`src/rtl/sorted_priority_job_queue_defines.svh`:
```
// Assertion macros for the sorted priority job queue.
// Expects a clock named i_clk and an active-low reset named i_rst_n in scope.
`ifndef SORTED_PRIORITY_JOB_QUEUE_DEFINES_SVH
`define SORTED_PRIORITY_JOB_QUEUE_DEFINES_SVH

// Check a condition at every clock edge out of reset.
`define SPJQ_ASSERT_ALWAYS(lbl, cond, msg) \
    lbl: assert property (@(posedge i_clk) disable iff (!i_rst_n) (cond)) else $error(msg);

// Check that an antecedent implies a consequent in the same cycle.
`define SPJQ_ASSERT_IMPLIES(lbl, ante, cons, msg) \
    lbl: assert property (@(posedge i_clk) disable iff (!i_rst_n) (ante) |-> (cons)) \
        else $error(msg);

`endif

```
`src/rtl/spjq_pkg.sv`:
```
// Shared types and constants for the sorted priority job queue.
// No dependencies; used by spjq_cell and sorted_priority_job_queue.
package spjq_pkg;

    localparam int QUEUE_DEPTH    = 16;
    localparam int JOB_ID_W       = 16;
    localparam int JOB_PRIORITY_W = 8;
    localparam int ENTRY_COUNT_W  = 5;

    localparam logic [1:0] MODE_INSERT = 2'd0;
    localparam logic [1:0] MODE_POP    = 2'd1;
    localparam logic [1:0] MODE_REMOVE = 2'd2;

    localparam logic [1:0] STATUS_OK        = 2'd0;
    localparam logic [1:0] STATUS_EMPTY     = 2'd1;
    localparam logic [1:0] STATUS_NOT_FOUND = 2'd2;
    localparam logic [1:0] STATUS_FULL      = 2'd3;

    typedef struct packed {
        logic [1:0]                mode;
        logic [JOB_ID_W-1:0]       job_id;
        logic [JOB_PRIORITY_W-1:0] job_priority;
    } t_in_item;

    typedef struct packed {
        logic [1:0]                status;
        logic [JOB_ID_W-1:0]       out_job_id;
        logic [JOB_PRIORITY_W-1:0] out_priority;
        logic [ENTRY_COUNT_W-1:0]  entry_count;
    } t_out_item;

    // One job as it sits in a cell.
    typedef struct packed {
        logic [JOB_ID_W-1:0]       job_id;
        logic [JOB_PRIORITY_W-1:0] job_priority;
    } t_job;

    // Command broadcast to every cell of the chain.
    typedef struct packed {
        logic                      ins;    // insert new_job in sorted order
        logic                      start;  // put the search token on the head cell
        logic                      adv;    // move the search token one cell on
        logic                      shl;    // close the gap at the token, tail moves up
        logic                      clr;    // drop the search token
        t_job                      new_job;
        logic [JOB_ID_W-1:0]       key;
    } t_cell_cmd;

endpackage

```
`src/rtl/spjq_cell.sv`:
```
// One slot of the sorted job chain: holds a job, a search token and a passed flag.
// Depends on spjq_pkg.
module spjq_cell (
    input  logic                 i_clk,
    input  logic                 i_rst_n,
    input  spjq_pkg::t_cell_cmd  i_cmd,
    input  logic                 i_head,
    input  logic                 i_occupied,
    input  spjq_pkg::t_job       i_right_job,
    input  spjq_pkg::t_job       i_left_job,
    input  logic                 i_left_lt,
    input  logic                 i_left_tok,
    output spjq_pkg::t_job       o_job,
    output logic                 o_lt,
    output logic                 o_tok,
    output logic                 o_seen,
    output logic                 o_hit
);

    spjq_pkg::t_job r_job;
    logic           r_tok;
    logic           r_seen;

    // Free slots and lower priorities sit at the tail, so this flag is a thermometer.
    assign o_lt  = !i_occupied || (r_job.job_priority < i_cmd.new_job.job_priority);
    assign o_hit = r_tok && i_occupied && (r_job.job_id == i_cmd.key);
    assign o_job  = r_job;
    assign o_tok  = r_tok;
    assign o_seen = r_seen;

    always_ff @(posedge i_clk) begin
        if (!i_rst_n) begin
            r_tok  <= 1'b0;
            r_seen <= 1'b0;
        end else if (i_cmd.start) begin
            r_tok  <= i_head;
            r_seen <= 1'b0;
        end else if (i_cmd.adv) begin
            r_tok  <= i_left_tok;
            r_seen <= r_seen | r_tok;
        end else if (i_cmd.shl || i_cmd.clr) begin
            r_tok  <= 1'b0;
            r_seen <= 1'b0;
        end
    end

    always_ff @(posedge i_clk) begin
        if (i_cmd.ins) begin
            if (o_lt && i_left_lt) begin
                r_job <= i_left_job;
            end else if (o_lt) begin
                r_job <= i_cmd.new_job;
            end
        end else if (i_cmd.shl && !r_seen) begin
            r_job <= i_right_job;
        end
    end

endmodule

```
`src/rtl/sorted_priority_job_queue.sv`:
```
// Sorted priority job queue built as a chain of cells, highest priority at the head and
// earlier arrivals ahead among equal priorities. Insert, pop and any unused mode are done
// in the idle state. Remove walks a search token down the chain one cell per cycle until
// it hits the job or passes the last job held, and remove on an empty queue reports empty
// without a search. The token walk sets the rate of remove; no new transaction is taken
// during it. Each result sits in an output register, so the next transaction is taken
// while the previous result is being handed over.
// Depends on spjq_pkg, spjq_cell and sorted_priority_job_queue_defines.svh.
`include "sorted_priority_job_queue_defines.svh"

module sorted_priority_job_queue #(
    parameter int QUEUE_DEPTH = spjq_pkg::QUEUE_DEPTH
) (
    input  logic                i_clk,
    input  logic                i_rst_n,
    input  logic                i_in_valid,
    output logic                o_in_ready,
    input  spjq_pkg::t_in_item  i_in_data,
    output logic                o_out_valid,
    input  logic                i_out_ready,
    output spjq_pkg::t_out_item o_out_data
);

    localparam int CW = $clog2(QUEUE_DEPTH + 1);

    typedef enum logic [1:0] {
        S_IDLE   = 2'b01,
        S_SEARCH = 2'b10
    } t_state;

    t_state                                r_state, n_state;
    logic [CW-1:0]                         r_count, n_count;
    logic [CW-1:0]                         r_pos, n_pos;
    logic [spjq_pkg::JOB_ID_W-1:0]         r_key, n_key;
    logic                                  r_out_valid, n_out_valid;
    spjq_pkg::t_out_item                   r_out_data, n_out_data;

    spjq_pkg::t_cell_cmd                   cmd;
    spjq_pkg::t_job                        cell_job [QUEUE_DEPTH];
    logic [QUEUE_DEPTH-1:0]                cell_lt;
    logic [QUEUE_DEPTH-1:0]                cell_tok;
    logic [QUEUE_DEPTH-1:0]                cell_seen;
    logic [QUEUE_DEPTH-1:0]                cell_hit;
    logic [spjq_pkg::JOB_PRIORITY_W-1:0]   hit_priority;
    logic                                  any_hit;
    logic                                  in_fire;

    assign o_in_ready  = (r_state == S_IDLE) && (!r_out_valid || i_out_ready);
    assign in_fire     = i_in_valid && o_in_ready;
    assign o_out_valid = r_out_valid;
    assign o_out_data  = r_out_data;

    // Chain of cells
    for (genvar g = 0; g < QUEUE_DEPTH; g++) begin : g_cell
        spjq_pkg::t_job left_job;
        spjq_pkg::t_job right_job;
        logic           left_lt;
        logic           left_tok;

        if (g == 0) begin : g_head
            assign left_job = '0;
            assign left_lt  = 1'b0;
            assign left_tok = 1'b0;
        end else begin : g_body
            assign left_job = cell_job[g-1];
            assign left_lt  = cell_lt[g-1];
            assign left_tok = cell_tok[g-1];
        end

        if (g == QUEUE_DEPTH - 1) begin : g_tail
            assign right_job = '0;
        end else begin : g_mid
            assign right_job = cell_job[g+1];
        end

        spjq_cell u_cell (
            .i_clk       (i_clk),
            .i_rst_n     (i_rst_n),
            .i_cmd       (cmd),
            .i_head      (g == 0),
            .i_occupied  (CW'(g) < r_count),
            .i_right_job (right_job),
            .i_left_job  (left_job),
            .i_left_lt   (left_lt),
            .i_left_tok  (left_tok),
            .o_job       (cell_job[g]),
            .o_lt        (cell_lt[g]),
            .o_tok       (cell_tok[g]),
            .o_seen      (cell_seen[g]),
            .o_hit       (cell_hit[g])
        );
    end

    // At most one cell holds the token, so an AND-OR picks its priority.
    always_comb begin
        hit_priority = '0;
        for (int i = 0; i < QUEUE_DEPTH; i++) begin
            hit_priority = hit_priority |
                ({spjq_pkg::JOB_PRIORITY_W{cell_hit[i]}} & cell_job[i].job_priority);
        end
    end

    assign any_hit = |cell_hit;

    always_comb begin
        n_state     = r_state;
        n_count     = r_count;
        n_pos       = r_pos;
        n_key       = r_key;
        n_out_valid = r_out_valid && !i_out_ready;
        n_out_data  = r_out_data;

        cmd                      = '0;
        cmd.new_job.job_id       = i_in_data.job_id;
        cmd.new_job.job_priority = i_in_data.job_priority;
        cmd.key                  = r_key;

        unique case (r_state)
            S_IDLE: begin
                if (in_fire) begin
                    n_out_data = '0;
                    case (i_in_data.mode)
                        spjq_pkg::MODE_INSERT: begin
                            if (r_count == CW'(QUEUE_DEPTH)) begin
                                n_out_data.status = spjq_pkg::STATUS_FULL;
                            end else begin
                                cmd.ins           = 1'b1;
                                n_count           = r_count + 1'b1;
                                n_out_data.status = spjq_pkg::STATUS_OK;
                            end
                            n_out_valid = 1'b1;
                        end
                        spjq_pkg::MODE_POP: begin
                            if (r_count == '0) begin
                                n_out_data.status = spjq_pkg::STATUS_EMPTY;
                            end else begin
                                // Seen flags are clear when idle, so the whole chain moves up.
                                cmd.shl                 = 1'b1;
                                n_count                 = r_count - 1'b1;
                                n_out_data.status       = spjq_pkg::STATUS_OK;
                                n_out_data.out_job_id   = cell_job[0].job_id;
                                n_out_data.out_priority = cell_job[0].job_priority;
                            end
                            n_out_valid = 1'b1;
                        end
                        spjq_pkg::MODE_REMOVE: begin
                            if (r_count == '0) begin
                                n_out_data.status = spjq_pkg::STATUS_EMPTY;
                                n_out_valid       = 1'b1;
                            end else begin
                                cmd.start = 1'b1;
                                n_key     = i_in_data.job_id;
                                n_pos     = '0;
                                n_state   = S_SEARCH;
                            end
                        end
                        default: begin
                            n_out_data.status = spjq_pkg::STATUS_OK;
                            n_out_valid       = 1'b1;
                        end
                    endcase
                    n_out_data.entry_count = spjq_pkg::ENTRY_COUNT_W'(n_count);
                end
            end
            S_SEARCH: begin
                n_out_data = '0;
                if (any_hit) begin
                    cmd.shl                 = 1'b1;
                    n_count                 = r_count - 1'b1;
                    n_out_data.status       = spjq_pkg::STATUS_OK;
                    n_out_data.out_job_id   = r_key;
                    n_out_data.out_priority = hit_priority;
                    n_out_valid             = 1'b1;
                    n_state                 = S_IDLE;
                end else if (r_pos == r_count - 1'b1) begin
                    cmd.clr           = 1'b1;
                    n_out_data.status = spjq_pkg::STATUS_NOT_FOUND;
                    n_out_valid       = 1'b1;
                    n_state           = S_IDLE;
                end else begin
                    cmd.adv = 1'b1;
                    n_pos   = r_pos + 1'b1;
                end
                n_out_data.entry_count = spjq_pkg::ENTRY_COUNT_W'(n_count);
            end
            default: begin
                n_state = S_IDLE;
            end
        endcase
    end

    always_ff @(posedge i_clk) begin
        if (!i_rst_n) begin
            r_state     <= S_IDLE;
            r_count     <= '0;
            r_pos       <= '0;
            r_out_valid <= 1'b0;
        end else begin
            r_state     <= n_state;
            r_count     <= n_count;
            r_pos       <= n_pos;
            r_out_valid <= n_out_valid;
        end
    end

    always_ff @(posedge i_clk) begin
        r_key      <= n_key;
        r_out_data <= n_out_data;
    end

    `SPJQ_ASSERT_ALWAYS(a_token_onehot0, $onehot0(cell_tok), "more than one search token")
    `SPJQ_ASSERT_ALWAYS(a_count_bound, r_count <= CW'(QUEUE_DEPTH), "count above depth")
    `SPJQ_ASSERT_IMPLIES(a_idle_clean, r_state == S_IDLE, (cell_tok == '0) && (cell_seen == '0), "token or seen flag left while idle")
    `SPJQ_ASSERT_IMPLIES(a_search_out_free, r_state == S_SEARCH, !r_out_valid, "result pending during search")

endmodule
```
`config.mk`:
```
export PLATFORM = sky130hd
export DESIGN_NAME = sorted_priority_job_queue
export DESIGN_NICKNAME = d
export VERILOG_FILES = /design/src/rtl/spjq_pkg.sv /design/src/rtl/spjq_cell.sv /design/src/rtl/sorted_priority_job_queue.sv
export VERILOG_INCLUDE_DIRS = /design/src /design/src/rtl
export SDC_FILE = /design/constraint.sdc
export NUM_CORES = 2
export LEC_CHECK = 0
export BUFFER_PORTS_ARGS = -buffer_cell sky130_fd_sc_hd__buf_2
export CAP_MARGIN = 15
export CORE_UTILIZATION = 38
export DETAILED_ROUTE_END_ITERATION = 8
export PLACE_DENSITY = 0.5
export SLEW_MARGIN = 20
export SYNTH_ARGS = -nofsm -noshare
export SYNTH_HDL_FRONTEND = slang
export SYNTH_SLANG_ARGS = --single-unit
```
`constraint.sdc`:
```
create_clock -name i_clk -period 6.29 [get_ports i_clk]
set_input_delay 1.258 -clock i_clk [delete_from_list [all_inputs] [get_ports i_clk]]
set_output_delay 1.258 -clock i_clk [all_outputs]
set_load 0.03 [all_outputs]
```
==> results.toml <==
[finish]
fill_cells = 7394
drive_gt1_frac = 0.103
areaGrowthSynthToFinish_pct = 11.3
finalNetCount = 3091

[clocking]
clock_path_buffers = 3
insertion_delay_ns = 0.64
htree_levels = 2
clk_pin_slew_ns = 0.06
cts_resized = 0
cts_made_buffers = 55
tritoncts = "done"
root_buffer = "clkbuf_16"
cts_hold_buf = 0
cts.sinks = 476
cts_setup_buffers = 0

[sta]
setup_ws_ns = 1.47
rsz0062_at_grt = "no"
hold_viol = 0
slew_headroom = 0.259
finalSetupViolCount = 0
drv_slew = 0
worst-slew-pin-transition_ns = 1.11
fin_setup_tns_ns = 0
max_freq_ghz = 0.207
period_share = 0.767
period_minus_slack_ns = 4.82
finClkSkew_ns = 0.0373

[pwr]
p_leak_nw = 12.7
p_per_area_nw_per_um2 = 262
ir_drop_mv = 0.188

[logic_synthesis]
yosys.area.top_type = "edfxtp_1"
synth-seq-area-share = 0.472
synthSimpleGateAreaFrac = 0.136
synth-adder-area-share = 0.0525
synth_nets = 3103
synth.area.mux_share = 0.0430
synth-async-reset-ratio = 0
ys_top_cells_by_count = "nand2_1 (441), edfxtp_1 (431), a21oi_1 (233), o21ai_0 (224), nand3_1 (191)"
syn_inst = 2950
yosys-top-cells-area = "edfxtp_1 (44%), nand2_1 (5.6%), ha_1 (5.2%)"
synth_xor_area_frac = 0.0792
ys.flop_type = "edfxtp_1"
synth-seq-cells = 476
synth_compound_gate_area_share = 0.176
netlist_area_um2 = 29300
synth.most_common_cell = "nand2_1"
yosysWarnings = 0
synth_edf_count = 431
synth_top_family_by_area = "compound AO/OA/AOI/OAI gates"
ys_types = 59
netlist.area_leader.share = 0.441
syn_avg_cell_area_um2 = 9.94

[placed_design]
place_congestion = 1.02
port_buffers = 62
dpl.hpwl_um = 80400
place_ws_ns = 1.44

[global_route]
antenna_found_initial = 2
gr-total-overflow = 0
grt_pass1_vias = 23700
grt_pass1_wl_um = 162000
grt_max_degree = 180
track_usage = 0.278

[floorplanning]
dieArea_um2 = 78300
die_x_um = 280
row_count = 101
ioPinCount = 63
initial_core_util = 0.385
die-height_um = 280
core_area_um2 = 76200

[status]
status = "finished clean"

[setup_path]
crit_top_cell = "nor4_1"
endpoint_kind = "flop"
crit_chain = "xor2_1 -> nor4_1 -> nand3_1 -> nor4_2 -> nor4_1 -> nand4_2 -> nand2_1 -> a211o_1 -> o21ai_2 -> buf_4"
critPathSlowestCell = "edfxtp_1"
critPathKind = "flop to flop"
start_kind = "flop"
cp_max_fo = 24
max_stage_delay_ns = 1.07
cp.arrival_ns = 5.08
required_ns = 6.55

[drt]
detail-route-antenna-nets = 0
vias = 24400
route.detailed.drc = 0
via_per_inst = 6.08
dr.first_iter.drc_count = 2988
drtPass1Iterations = 7
routedWlPerCell_um = 27.6
totalWireLength_um = 111000

[job]
cap_violations = 0

[hold_path]
hold_class = "flop to flop"
==> report_power, final <==
group	internal (W)	leakage [nW]	switching, W	total [W]
Sequential	0.00369	4.35	0.000210	0.00390
Clock	0.00189	0.870	0.00140	0.00329
Combinational	0.000442	7.45	0.000905	0.00135
==> placed cells by master (no fill, tap or decap), types with 36 or more instances in the layout <==
master,instances
xnor2_1,93
a21o_1,36
nand2_1,440
a22o_1,71
xor2_1,172
nor2_1,88
o211ai_1,158
nand3_1,191
ha_1,123
buf_4,102
dfxtp_1,45
buf_2,62
clkbuf_16,55
edfxtp_1,431
nor4_1,36
mux2i_1,126
a21oi_1,232
o21ai_0,209
==> cell type report <==
class	count	area, um2	area share
Antenna cell	1	2.50	0.0000767
Clock inverter	31	313	0.00959
Timing Repair Buffer	169	1180	0.0360
Clock buffer	69	1470	0.0450
Sequential cell	476	13800	0.424
Tap cell	1030	1290	0.0395
Multi-Input combinational cell	2203	14400	0.442
Inverter	33	124	0.00380
==> sequential cells by signal, summed over array words and instances (netlist names) <==
register	cells
r_pos	5
g_cell.u_cell.o_seen	16
o_out_data	31
r_count	5
r_key	16
o_out_valid	1
r_state	2
g_cell.u_cell.o_job	384
g_cell.u_cell.o_tok	16
==> logic make-up (layout without fill, tap and decap cells) <==
| kind of cell | after synthesis | count (layout) |
|---|---|---|
| DFF | 476 | 476 |
| adders and majority gates | 123 | 123 |
| and+or+nand+nor | 872 | 872 |
| buffers and inverters | 271 | 302 |
| muxes | 126 | 126 |
| AOI/OAI and AO/OA | 817 | 817 |
| xor gates and xnor gates | 265 | 265 |
| other | 0 | 1 |
==> per-stage QoR <==
| step | std cells | total power (W) | utilization | hold slack (ns) | area (um2) |
|---|---|---|---|---|---|
| 6_report | 4012 | 0.00853 | 0.428 | 0.495 | 32600 |
| 5_1_grt | 4012 | 0.00879 | 0.428 | 0.520 | 32600 |
| 4_1_cts | 4011 | 0.00855 | 0.428 | 0.498 | 32600 |
| 3_5_place_dp | 3911 | 0.00528 | 0.405 | 0.480 | 30800 |
| 3_3_place_gp | 3911 | 0.00525 | 0.405 | 0.470 | 30800 |
| 2_1_floorplan | 2950 | 0.00478 | - | 0.432 | 29300 |
==> routing by layer <==
layer | up-vias | part of all wire | GRT usage | routed length [um]
met1 | 12100 | 0.43 | 0.380 | 47200
li1 | 10900 | - | - | -
met4 | 2 | 0.035 | 0.0963 | 3850
met3 | 215 | 0.080 | 0.0449 | 8860
met2 | 1157 | 0.46 | 0.444 | 50800
met5 | - | 0.00012 | 0 | 13
==> worst max-delay path: cells and delay by family (launching register included) <==
| kind | cells | cell delay [ns] |
|---|---|---|
| simple gates | 6 | 1.87 |
| flops | 1 | 1.07 |
| compound gates | 2 | 0.89 |
| buf+inv | 1 | 0.42 |
| xor+xnor | 1 | 0.16 |
==> worst paths after layout <==
check,from,slack [ns],endpoint,depth (start not counted)
worst max-delay path,r_key[8],1.47,g_cell[10].u_cell.o_job[7],10
worst min-delay path,g_cell[2].u_cell.o_seen,0.49,g_cell[2].u_cell.o_seen,2
worst max register to register,r_key[8],1.47,g_cell[10].u_cell.o_job[7],10
worst min register to register,g_cell[2].u_cell.o_seen,0.49,g_cell[2].u_cell.o_seen,2
(Power assumes the default switching activity.)
